### src/sv/assert_macros.svh
// Assertion macros for the RTL file that carries concurrent checks.
// No dependencies; the including module must have clk and arst_n in scope.
`ifndef ASSERT_MACROS_SVH
`define ASSERT_MACROS_SVH

// Same-cycle implication, disabled while reset is asserted.
`define PLID_ASSERT_NOW(label, ante, cons, msg) \
	label: assert property (@(posedge clk) disable iff (!arst_n) (ante) |-> (cons)) \
		else $error(msg);

// Next-cycle implication, disabled while reset is asserted.
`define PLID_ASSERT_NEXT(label, ante, cons, msg) \
	label: assert property (@(posedge clk) disable iff (!arst_n) (ante) |=> (cons)) \
		else $error(msg);

`endif

### src/sv/plid_pkg.sv
// Shared constants, codes and controller/datapath interface types for the list store.
// No dependencies.
package plid_pkg;

	// Storage geometry.
	localparam int CAPACITY = 64;
	localparam int IDX_W    = $clog2(CAPACITY);
	localparam int CNT_W    = 7;
	localparam int VAL_W    = 32;

	// Request function codes.
	localparam logic [2:0] FN_READ      = 3'd0;
	localparam logic [2:0] FN_INS_FRONT = 3'd1;
	localparam logic [2:0] FN_INS_END   = 3'd2;
	localparam logic [2:0] FN_INS_POS   = 3'd3;
	localparam logic [2:0] FN_DELETE    = 3'd4;

	// Result status codes.
	localparam logic [1:0] ST_DONE  = 2'd0;
	localparam logic [1:0] ST_RANGE = 2'd1;
	localparam logic [1:0] ST_FULL  = 2'd2;

	// Read value reported when nothing was read.
	localparam logic [VAL_W-1:0] NO_VALUE = '1;

	// Source of the memory read address.
	typedef enum logic [1:0] {
		RD_POS  = 2'd0,
		RD_PREV = 2'd1,
		RD_NEXT = 2'd2
	} rd_sel_t;

	// Commands from the controller to the datapath.
	typedef struct packed {
		logic       latch_req;
		logic       init_ins;
		logic       init_del;
		logic       idx_inc;
		logic       idx_dec;
		logic       ram_re;
		rd_sel_t    rd_sel;
		logic       ram_we;
		logic       wr_put;
		logic       cnt_inc;
		logic       cnt_dec;
		logic       res_set;
		logic [1:0] res_status;
		logic       res_found;
	} plid_cmd_t;

	// Status from the datapath to the controller.
	typedef struct packed {
		logic [2:0] func;
		logic       pos_lt_count;
		logic       ins_range;
		logic       full;
		logic       ins_more;
		logic       del_more;
	} plid_sts_t;

endpackage

### src/sv/positional_list_insert_delete.sv
// Top level of the positional list store: controller plus datapath and port checks.
// Depends on plid_pkg, plid_ctrl, plid_datapath and assert_macros.svh.
//
// A request is taken when start is high and busy is low; its result appears
// on the result ports for exactly one cycle with done high, and the receiver
// cannot hold it off. Entries sit in a single-port-write, single-port-read
// memory, so inserts and deletes move one entry at a time, with a read state
// and a write state per entry. Busy stays high after the transfer while the
// controller decides the request, while a read waits for memory data, and
// while an insert shifts entries up toward the insertion point or a delete
// shifts later entries down over the position. Done is shown in the first
// cycle with busy low, and the next request may be taken in that same cycle.
// Length changes only when an insert or a delete finishes.
module positional_list_insert_delete (
	input  logic               clk,
	input  logic               arst_n,
	input  logic               start,
	output logic               busy,
	input  logic [2:0]         func,
	input  logic [6:0]         position,
	input  logic signed [31:0] value,
	output logic               done,
	output logic signed [31:0] read_value,
	output logic               found,
	output logic [1:0]         status,
	output logic [6:0]         length
);
	import plid_pkg::*;

	plid_cmd_t cmd;
	plid_sts_t sts;

	plid_ctrl u_ctrl (
		.clk   (clk),
		.arst_n(arst_n),
		.start (start),
		.busy  (busy),
		.sts   (sts),
		.cmd   (cmd)
	);

	plid_datapath u_dp (
		.clk       (clk),
		.arst_n    (arst_n),
		.func      (func),
		.position  (position),
		.value     (value),
		.cmd       (cmd),
		.sts       (sts),
		.done      (done),
		.read_value(read_value),
		.found     (found),
		.status    (status),
		.length    (length)
	);

	// Checks on the block's own bookkeeping.
	`include "assert_macros.svh"

	`PLID_ASSERT_NEXT(a_accept_busy, start && !busy, busy && !done, "accepted transfer must hold busy")
	`PLID_ASSERT_NOW(a_len_cap, done, length <= 7'(CAPACITY), "length above capacity")
	`PLID_ASSERT_NOW(a_found_ok, done && found, status == ST_DONE, "found with error status")
	`PLID_ASSERT_NOW(a_full_len, done && status == ST_FULL, length == 7'(CAPACITY), "full while not at capacity")

endmodule

### src/sv/plid_ram.sv
// Generic single-write, single-read synchronous RAM with registered read data.
// No dependencies.
module plid_ram #(
	parameter int DEPTH = 64,
	parameter int WIDTH = 32
) (
	input  logic                     clk,
	input  logic                     we,
	input  logic [$clog2(DEPTH)-1:0] waddr,
	input  logic [WIDTH-1:0]         wdata,
	input  logic                     re,
	input  logic [$clog2(DEPTH)-1:0] raddr,
	output logic [WIDTH-1:0]         rdata
);

	logic [WIDTH-1:0] mem_q [DEPTH];

	// Write port.
	always_ff @(posedge clk) begin
		if (we) begin
			mem_q[waddr] <= wdata;
		end
	end

	// Read port with output register.
	always_ff @(posedge clk) begin
		if (re) begin
			rdata <= mem_q[raddr];
		end
	end

endmodule

### src/sv/plid_ctrl.sv
// Controller state machine for the list store: decodes requests and sequences shifts.
// Depends on plid_pkg.
module plid_ctrl (
	input  logic               clk,
	input  logic               arst_n,
	input  logic               start,
	output logic               busy,
	input  plid_pkg::plid_sts_t sts,
	output plid_pkg::plid_cmd_t cmd
);
	import plid_pkg::*;

	typedef enum logic [6:0] {
		S_IDLE   = 7'b0000001,
		S_DECIDE = 7'b0000010,
		S_RDWAIT = 7'b0000100,
		S_INSRD  = 7'b0001000,
		S_INSWR  = 7'b0010000,
		S_DELRD  = 7'b0100000,
		S_DELWR  = 7'b1000000
	} state_t;

	state_t state_q, state_d;

	// State register.
	always_ff @(posedge clk or negedge arst_n) begin
		if (!arst_n) begin
			state_q <= S_IDLE;
		end else begin
			state_q <= state_d;
		end
	end

	assign busy = (state_q != S_IDLE);

	// Next state and command decode.
	always_comb begin
		state_d        = state_q;
		cmd            = '0;
		cmd.rd_sel     = RD_POS;
		cmd.res_status = ST_DONE;
		case (state_q)
			S_IDLE: begin
				if (start) begin
					cmd.latch_req = 1'b1;
					state_d       = S_DECIDE;
				end
			end
			S_DECIDE: begin
				case (sts.func) inside
					FN_READ: begin
						if (sts.pos_lt_count) begin
							cmd.ram_re = 1'b1;
							cmd.rd_sel = RD_POS;
							state_d    = S_RDWAIT;
						end else begin
							cmd.res_set    = 1'b1;
							cmd.res_status = ST_RANGE;
							state_d        = S_IDLE;
						end
					end
					FN_INS_FRONT, FN_INS_END, FN_INS_POS: begin
						if (sts.ins_range) begin
							cmd.res_set    = 1'b1;
							cmd.res_status = ST_RANGE;
							state_d        = S_IDLE;
						end else if (sts.full) begin
							cmd.res_set    = 1'b1;
							cmd.res_status = ST_FULL;
							state_d        = S_IDLE;
						end else begin
							cmd.init_ins = 1'b1;
							state_d      = S_INSRD;
						end
					end
					FN_DELETE: begin
						if (sts.pos_lt_count) begin
							cmd.init_del = 1'b1;
							state_d      = S_DELRD;
						end else begin
							cmd.res_set    = 1'b1;
							cmd.res_status = ST_RANGE;
							state_d        = S_IDLE;
						end
					end
					default: begin
						// Unused codes change nothing and report done.
						cmd.res_set = 1'b1;
						state_d     = S_IDLE;
					end
				endcase
			end
			S_RDWAIT: begin
				cmd.res_set   = 1'b1;
				cmd.res_found = 1'b1;
				state_d       = S_IDLE;
			end
			S_INSRD: begin
				if (sts.ins_more) begin
					cmd.ram_re = 1'b1;
					cmd.rd_sel = RD_PREV;
					state_d    = S_INSWR;
				end else begin
					// Gap is open: place the new value and grow the list.
					cmd.ram_we  = 1'b1;
					cmd.wr_put  = 1'b1;
					cmd.cnt_inc = 1'b1;
					cmd.res_set = 1'b1;
					state_d     = S_IDLE;
				end
			end
			S_INSWR: begin
				cmd.ram_we  = 1'b1;
				cmd.idx_dec = 1'b1;
				state_d     = S_INSRD;
			end
			S_DELRD: begin
				if (sts.del_more) begin
					cmd.ram_re = 1'b1;
					cmd.rd_sel = RD_NEXT;
					state_d    = S_DELWR;
				end else begin
					cmd.cnt_dec = 1'b1;
					cmd.res_set = 1'b1;
					state_d     = S_IDLE;
				end
			end
			S_DELWR: begin
				cmd.ram_we  = 1'b1;
				cmd.idx_inc = 1'b1;
				state_d     = S_DELRD;
			end
			default: begin
				state_d = S_IDLE;
			end
		endcase
	end

endmodule

### src/sv/plid_datapath.sv
// Datapath for the list store: request registers, cursors, entry memory and result registers.
// Depends on plid_pkg and plid_ram.
module plid_datapath (
	input  logic                      clk,
	input  logic                      arst_n,
	input  logic [2:0]                func,
	input  logic [6:0]                position,
	input  logic signed [31:0]        value,
	input  plid_pkg::plid_cmd_t       cmd,
	output plid_pkg::plid_sts_t       sts,
	output logic                      done,
	output logic signed [31:0]        read_value,
	output logic                      found,
	output logic [1:0]                status,
	output logic [6:0]                length
);
	import plid_pkg::*;

	logic [2:0]       func_q;
	logic [CNT_W-1:0] pos_q;
	logic [VAL_W-1:0] val_q;
	logic [CNT_W-1:0] count_q, count_d;
	logic [CNT_W-1:0] at_q, at_c;
	logic [CNT_W-1:0] idx_q, idx_m1, idx_p1;
	logic [CNT_W:0]   idx_p1_w;
	logic [IDX_W-1:0] ram_raddr, ram_waddr;
	logic [VAL_W-1:0] ram_wdata, ram_rdata;
	logic             done_q, found_q;
	logic [VAL_W-1:0] read_value_q;
	logic [1:0]       status_q;
	logic [CNT_W-1:0] length_q;

	// Request registers, loaded on an accepted transfer.
	always_ff @(posedge clk) begin
		if (cmd.latch_req) begin
			func_q <= func;
			pos_q  <= position;
			val_q  <= value;
		end
	end

	// Insertion point for the three insert kinds.
	always_comb begin
		case (func_q)
			FN_INS_FRONT: at_c = '0;
			FN_INS_END:   at_c = count_q;
			default:      at_c = pos_q;
		endcase
	end

	assign idx_m1   = idx_q - CNT_W'(1);
	assign idx_p1_w = {1'b0, idx_q} + (CNT_W+1)'(1);
	assign idx_p1   = idx_p1_w[CNT_W-1:0];

	// Cursors: insertion point and shift index.
	always_ff @(posedge clk) begin
		if (cmd.init_ins) begin
			at_q  <= at_c;
			idx_q <= count_q;
		end else if (cmd.init_del) begin
			idx_q <= pos_q;
		end else if (cmd.idx_inc) begin
			idx_q <= idx_p1;
		end else if (cmd.idx_dec) begin
			idx_q <= idx_m1;
		end
	end

	// Status toward the controller.
	always_comb begin
		sts.func         = func_q;
		sts.pos_lt_count = (pos_q < count_q);
		sts.ins_range    = (at_c > count_q);
		sts.full         = (count_q == CNT_W'(CAPACITY));
		sts.ins_more     = (idx_q > at_q);
		sts.del_more     = (idx_p1_w < {1'b0, count_q});
	end

	// Memory address and data selection.
	always_comb begin
		case (cmd.rd_sel)
			RD_PREV: ram_raddr = idx_m1[IDX_W-1:0];
			RD_NEXT: ram_raddr = idx_p1[IDX_W-1:0];
			default: ram_raddr = pos_q[IDX_W-1:0];
		endcase
		ram_waddr = cmd.wr_put ? at_q[IDX_W-1:0] : idx_q[IDX_W-1:0];
		ram_wdata = cmd.wr_put ? val_q : ram_rdata;
	end

	plid_ram #(
		.DEPTH(CAPACITY),
		.WIDTH(VAL_W)
	) u_ram (
		.clk  (clk),
		.we   (cmd.ram_we),
		.waddr(ram_waddr),
		.wdata(ram_wdata),
		.re   (cmd.ram_re),
		.raddr(ram_raddr),
		.rdata(ram_rdata)
	);

	// Length after this request.
	always_comb begin
		count_d = count_q;
		if (cmd.cnt_inc) begin
			count_d = count_q + CNT_W'(1);
		end else if (cmd.cnt_dec) begin
			count_d = count_q - CNT_W'(1);
		end
	end

	always_ff @(posedge clk or negedge arst_n) begin
		if (!arst_n) begin
			count_q <= '0;
			done_q  <= 1'b0;
		end else begin
			count_q <= count_d;
			done_q  <= cmd.res_set;
		end
	end

	// Result registers, loaded on the result strobe and held until the next one.
	always_ff @(posedge clk) begin
		if (cmd.res_set) begin
			read_value_q <= cmd.res_found ? ram_rdata : NO_VALUE;
			found_q      <= cmd.res_found;
			status_q     <= cmd.res_status;
			length_q     <= count_d;
		end
	end

	assign done       = done_q;
	assign read_value = read_value_q;
	assign found      = found_q;
	assign status     = status_q;
	assign length     = length_q;

endmodule
### config.mk
export PLATFORM = sky130hd
export DESIGN_NAME = positional_list_insert_delete
export DESIGN_NICKNAME = d
export VERILOG_FILES = /design/src/sv/plid_pkg.sv /design/src/sv/positional_list_insert_delete.sv /design/src/sv/plid_ram.sv /design/src/sv/plid_ctrl.sv /design/src/sv/plid_datapath.sv
export VERILOG_INCLUDE_DIRS = /design/src /design/src/sv
export SDC_FILE = /design/constraint.sdc
export NUM_CORES = 2
export LEC_CHECK = 0
export BUFFER_PORTS_ARGS = -buffer_cell sky130_fd_sc_hd__buf_4
export CAP_MARGIN = 20
export CORE_MARGIN = 3
export CORE_UTILIZATION = 60
export CTS_BUF_LIST = sky130_fd_sc_hd__clkbuf_16
export CTS_CLUSTER_DIAMETER = 150
export DETAILED_ROUTE_END_ITERATION = 10
export HOLD_SLACK_MARGIN = 0.15
export PLACE_DENSITY_LB_ADDON = 0.12
export REMOVE_ABC_BUFFERS = 1
export SETUP_SLACK_MARGIN = 0.1
export SYNTH_ARGS = -nofsm -noshare
export SYNTH_HDL_FRONTEND = slang
export SYNTH_SLANG_ARGS = --single-unit
### constraint.sdc
create_clock -name clk -period 8.1 [get_ports clk]
set_input_delay 1.215 -clock clk [delete_from_list [all_inputs] [get_ports clk]]
set_output_delay 1.215 -clock clk [all_outputs]
set_load 0.1 [all_outputs]
==> Word level (Yosys, flattened, before mapping) <==
Memories as Yosys holds them, arrays and structs flattened. A register that Yosys moved wholly into a read port is not among the register bits.
Cells that the tools add are included.
{ "totals": {"reg_bits": 113, "memories": 1, "ram_bits": 2048} }
{ "memory_table": {"columns": ["name", "words", "width", "read_ports", "rd_ports_with_merged_regs", "wr", "line", "source"], "rows": [
  ["u_dp.u_ram.mem_q", 64, 32, 1, 1, 1, "plid_ram.sv:16", "logic [WIDTH-1:0] mem_q [DEPTH];"]
]} }
{ "classes": {"n_mux": 58, "magnitude_cmp": 4, "n_eq_ne": 16, "reduce_logical": 4, "n_addsub": 4} }
{ "ops": {"columns": ["cell", "count"], "rows": [
  ["$mux 7", 10],
  ["$pmux 7 s6", 1],
  ["$mux 32", 1],
  ["$mux 3", 9],
  ["$mux 1", 20],
  ["$mux 6", 3],
  ["$eq 7x7->1 const B", 2],
  ["$gt 7x7->1", 2],
  ["$pmux 7 s2", 1],
  ["$sub 7x1->7 const B", 2],
  ["$mux 2", 6],
  ["$pmux 6 s2", 1],
  ["$pmux 3 s3", 1],
  ["$add 7x1->8 const B", 1],
  ["$lt 8x7->1", 1],
  ["$mux 4", 2],
  ["$add 7x1->7 const B", 1],
  ["$eq 7x1->1 const B", 1],
  ["$eq 7x2->1 const B", 1],
  ["$eq 7x3->1 const B", 1],
  ["$eq 7x4->1 const B", 1],
  ["$eq 7x5->1 const B", 1],
  ["$eq 7x6->1 const B", 1],
  ["$lt 7x7->1", 1],
  ["14 further kinds", 15]
]} }

==> Depth between registers and ports, before layout <==
{ "logic_depth": {"depth_word": 9, "ltp_mapped": 25} }

==> By module <==
From an unflattened synthesis, not the netlist that was laid out.
{ "unflattened": {"cells_unflattened": 3826, "area_unflattened_um2": 84927.7} }
{ "modules_own_cells": {"columns": ["mod", "seq_area_each_um2", "n_inst", "area_each_um2", "cells_per_inst"], "rows": [
  ["plid_ram", 62459.9, 1, 78835.6, 3324],
  ["plid_datapath", 3143.0, 1, 5536.6, 441],
  ["plid_ctrl", 176.4, 1, 555.5, 61]
]} }

==> Worst setup path before layout <==
OpenSTA, ideal clock, no wires.
{ "synth_path": {"path_kind": "register to register", "startpoint": "register u_dp.idx_q[0]", "endpoint": "memory u_dp.u_ram.mem_q[56][0] (enable)", "slack_ns": 2.059, "stages_incl_launch_ff": 13, "synth_period_minus_slack_ns": 6.041, "t_arrival_ns": 5.539, "setup_time_ns": 0.502, "t_required_ns": 7.598, "n_path_buf": 3, "path_cell_list": "edfxtp_1 > buf_2 > inv_1 > ha_1 > nor2b_1 > o21ai_0 > a21oi_1 > o31a_1 > nor2_1 > clkbuf_1 > a21oi_1 > clkbuf_1 > nor4_1"} }
{ "synth_between": {"elab_chain_len": 5} }
{ "synth_rtl": {"columns": ["element", "line", "source"], "rows": [
  ["start: declaration", "plid_datapath.sv:24", "logic [CNT_W-1:0] idx_q, idx_m1, idx_p1;"],
  ["start signal: assignment", "plid_datapath.sv:59", "idx_q <= count_q;"],
  ["start signal: assignment", "plid_datapath.sv:61", "idx_q <= pos_q;"],
  ["start signal: assignment", "plid_datapath.sv:63", "idx_q <= idx_p1;"],
  ["$gt 7x7->1", "plid_datapath.sv:75", "sts.ins_more = (idx_q > at_q);"],
  ["$mux 3", "plid_ctrl.sv:99", "if (sts.ins_more) begin"],
  ["$pmux 1 s2", "plid_ctrl.sv:42", "case (state_q)"],
  ["$mux 1", "plid_ram.sv:20", "if (we) begin"],
  ["$mux 1 (implied by the code)", "plid_ram.sv:21", "mem_q[waddr] <= wdata;"],
  ["end: declaration", "plid_ram.sv:16", null]
]} }
Several ways; a longest one is shown, not always the timed one.

==> Worst setup path in the final report <==
{ "layout_path": {"startpoint": "register u_dp.idx_q[1]", "endpoint": "register u_dp.u_ram.rdata[0] (read register of u_dp.u_ram.mem_q), data pin"} }
{ "layout_between": {"elab_chain_len": 6} }
{ "layout_rtl": {"columns": ["element", "line", "source"], "rows": [
  ["$add 7x1->8", "plid_datapath.sv:52", "assign idx_p1_w = {1'b0, idx_q} + (CNT_W+1)'(1);"],
  ["$lt 8x7->1", "plid_datapath.sv:76", "sts.del_more = (idx_p1_w < {1'b0, count_q});"],
  ["$mux 3", "plid_ctrl.sv:118", "if (sts.del_more) begin"],
  ["$pmux 3 s3", "plid_ctrl.sv:42", null],
  ["$eq 2x2->1 / $eq 2x1->1 (equally long branches)", "plid_datapath.sv:81", "case (cmd.rd_sel)"],
  ["$pmux 6 s2", "plid_datapath.sv:81", null],
  ["end: declaration", "plid_ram.sv:13", "output logic [WIDTH-1:0] rdata"]
]} }
Several ways; a longest one is shown, not always the timed one.
A chain may end at the register's enable or synchronous reset.

==> results by group <==
GRT
  • Largest net degree at the start of global routing: 88
  • Vias in the first global route: 48,800
  • Global-route wire length before repair: 353 mm
  • GRT Util Overall: 32.7%
  • Grt ovf: 0
  • Initial antenna violation count: 11

Worst setup path
  • CP max FO: 21
  • CP Launch Point: u_dp.idx_q[1]$_DFFE_PP_
  • Critical Path RT: 8.63 ns
  • Startpoint Class: register
  • CP Class: reg2reg
  • R2r startpoint: u_dp.idx_q[1]$_DFFE_PP_
  • Arrival time of the worst setup path: 7.61 ns
  • Setup crit end kind: register

Drt
  • Drt wl/cell: 33.9 um
  • Met2 Routed Length: 113 mm
  • Initial DRC Count: 7,639
  • Vias: 50,500
  • Wl on met1: 92.8 mm
  • Detailed-route wire length: 247 mm
  • Routed vias/inst: 6.92
  • Highest Signal Layer: met5
  • Met3 WL post-DR: 31.8 mm
  • DR DRC count: 0
  • First-pass DRT Iterations: 6
  • Routed Antenna Nets: 0

Yosys
  • Post-synth cell types: 75
  • Dominant cell type by area after synthesis: edfxtp_1
  • Synth top area share: 74.3%
  • Seq/Total Area, Yosys: 74.7%
  • #FFs+latches synth: 2,193
  • Yosys Warn Count: 0
  • Top cells by area, synth: edfxtp_1, mux4_2, mux2i_1, nand2_1, a211oi_1
  • Post-synth EDFFs: 2,178
  • Post-synth ARST share: 0.684%
  • Synthesized area: 0.0881 mm2
  • Syn avg cell area: 17.6 um2
  • Gate Count Post-Synth: 5,006
  • Ys flop type: edfxtp_1

Clock network
  • Cts hold-fix bufs: 0
  • Cts repair resizes: 0
  • Worst-path clk slew: 0.07 ns
  • Sink Count: 2,193
  • # H-tree levels: 4
  • Clk_lat worst skew: 0.84 ns
  • CTS tree: built
  • # Post-CTS Setup Buffers: 0
  • Root Driver: clkbuf_16
  • CTS buffer count: 213
  • CTS max path bufs: 3

Floorplan
  • Die H: 389 um
  • Die X-Extent: 389 um
  • Core ar.: 0.145 mm2
  • Ports: 89
  • Row count: 139
  • Full die area: 0.151 mm2
  • Starting Density: 60.9%

Power and ir drop
  • P_int: 19.3 mW
  • Sequential share of power: 48.4%
  • Comb power frac: 14.4%
  • Pwr Total: 26.0 mW
  • Sw Ratio: 25.7%
  • Clock share of power: 37.3%
  • Leakage power: 33.1 nW
  • Max VDD drop: 0.190 mV
  • P_sw: 6.69 mW
  • Cell Pwr Density: 261 mW/mm2

Cells and area
  • Final net count: 5,289
  • Synthesis-to-layout area growth: 12.9%
  • Fraction of layout cells with a size suffix above 1: 20.5%

STA
  • Clock skew: 0.0321 ns
  • Final setup fails: 0
  • Final Hold Fails: 0
  • Worst slew pin tran: 1.14 ns
  • Worst slew margin: 23.0%
  • Min Clock Period, post-route: 7.08 ns
  • Final worst path period share: 87.4%
  • Final WS setup: 1.02 ns
  • Fmax: 0.141 GHz
  • Max Slew Vio Count: 0
  • RSZ-0062 raised after global routing: no

Hold path
  • Worst hold path class: in2async

Run status
  • Outcome: finished, final reports clean

Placed design
  • Setup WS pre-CTS: 1.22 ns
  • Number of port buffers: 88
  • Routability cong.: 0.924
  • Dpl hpwl: 140 mm

Flow run
  • Max Cap Viol: 0
==> power groups by stage <==
stage	sequential [mW]	clock [mW]	combinational, mW
floorplan	12.9	0	3.96
global placement	12.8	0	3.62
detailed placement	12.8	0	3.66
CTS	12.6	9.76	3.68
global route	12.6	10.2	3.92
finish	12.6	9.69	3.73
==> worst paths after layout <==
check | cells after the start | slack, ns | to
worst max-delay path | 20 | 1.02 | u_dp.u_ram.rdata[0]$_DFFE_PP_
worst max register to register | 20 | 1.02 | u_dp.u_ram.rdata[0]$_DFFE_PP_
max in group asynchronous | 1 | 7.61 | u_ctrl.state_q[0]$_DFFE_PN1P_
worst min-delay path | 1 | 0.23 | u_ctrl.state_q[6]$_DFFE_PN0P_
worst min register to register | 2 | 0.58 | u_dp.u_ram.mem_q[61][2]$_DFFE_PP_
min in group clk | 1 | 0.55 | u_dp.val_q[24]$_DFFE_PP_
==> placed cells by master, fill, tap and decap left out, types with 31 or more instances in the layout <==
cell and count:
edfxtp_1 2178, nand2_1 469, mux2i_1 345, buf_4 287, mux4_2 267, clkbuf_16 214, nand3_1 141, inv_1 130
a211oi_1 105, o211ai_1 93, and3_1 88, mux2_2 70, clkinv_1 59, a31oi_1 53, nand4_1 49, o21ai_0 48
o2111ai_1 47, nand2b_1 40, clkinv_2 40, buf_12 39, a21oi_1 37, o31ai_1 37, nor3_2 37, nor2_1 36
nand2_2 32, ha_1 32, nor4_2 31
==> registers in the layout (all words and copies together) (netlist names), 2 cells and up <==
register / cells
u_dp.u_ram.mem_q: 2048
u_dp.read_value: 32
u_dp.u_ram.rdata: 32
u_dp.val_q: 32
u_ctrl.state_q: 7
u_dp.at_q: 7
u_dp.count_q: 7
u_dp.idx_q: 7
u_dp.length: 7
u_dp.pos_q: 7
u_dp.func_q: 3
u_dp.status: 2
==> kinds of logic after synthesis <==
logic type / share of synthesized area, %
DFF: 74.7
adders and majority gates: 0.469
AOI/OAI and AO/OA: 5.25
xor gates and xnor gates: 0.189
and+or+nand+nor: 5.62
muxes: 11.7
buffers and inverters: 2.12
==> critical path: stages, from the launching register on <==
cell      delay, ns
edfxtp_1       0.32
buf_4          0.18
ha_1           0.28
nand3_1        0.14
xnor2_1        0.36
ha_1           0.32
a21o_1         0.16
a21oi_1        0.13
nor2b_1        0.07
or3_1          0.34
nor2b_1        0.25
inv_1          0.08
ha_2           0.32
nand2b_1       0.17
a2111o_1       0.70
a21oi_4        0.97
buf_4          0.40
mux2i_1        0.32
nor3_1         0.08
nor4bb_1       0.96
a211oi_1       0.18
==> through the flow <==
step	utilization (%)	cells	cell area [um2]	TNS, ns	hold WS [ns]
2_1_floorplan	-	4669	86500	-991.80	0.499
3_3_place_gp	63.9	6889	92400	0	0.536
3_5_place_dp	63.9	6892	92400	0	0.570
4_1_cts	68.6	7288	99300	0	0.199
5_1_grt	68.7	7295	99400	0	0.213
6_report	68.7	7298	99400	0	0.232
==> cells in the mapped netlist, types with 8 or more instances <==
library cell	count
o22ai_1	12
nor2b_1	15
nor4bb_1	13
clkbuf_1	156
mux4_2	267
o311a_1	8
xnor2_1	12
a22oi_1	17
nand4_1	49
a31oi_1	56
buf_6	10
buf_1	26
dfrtp_1	14
ha_1	33
mux2i_1	347
a311oi_1	28
a22o_1	17
nor2_1	41
o211ai_1	93
a21oi_1	38
a2111oi_0	24
o2111ai_1	47
buf_4	8
and3_1	88
nand3_1	141
o21ai_0	48
mux2_2	70
a32oi_1	22
buf_2	137
edfxtp_1	2178
nand2_1	505
o31ai_1	38
inv_1	87
nor4_1	44
a211oi_1	105
nor3_1	65
nand2b_1	42
==> layout make-up <==
cell class                      count  area, um2
Multi-Input combinational cell   2389      21100
Inverter                           87        327
Fill cell                        9291      45300
Clock inverter                    182       1480
Clock buffer                      214       5360
Tap cell                         1903       2380
Sequential cell                  2193      65800
Antenna cell                        3       7.51
Timing Repair Buffer              327       2940
==> routing by layer <==
metal | up-vias | global-route usage, %
met5 | - | 0
met2 | 3394 | 49.0
li1 | 20600 | -
met3 | 566 | 8.68
met1 | 25900 | 47.0
met4 | 2 | 11.9
(Power assumes the default switching activity.)
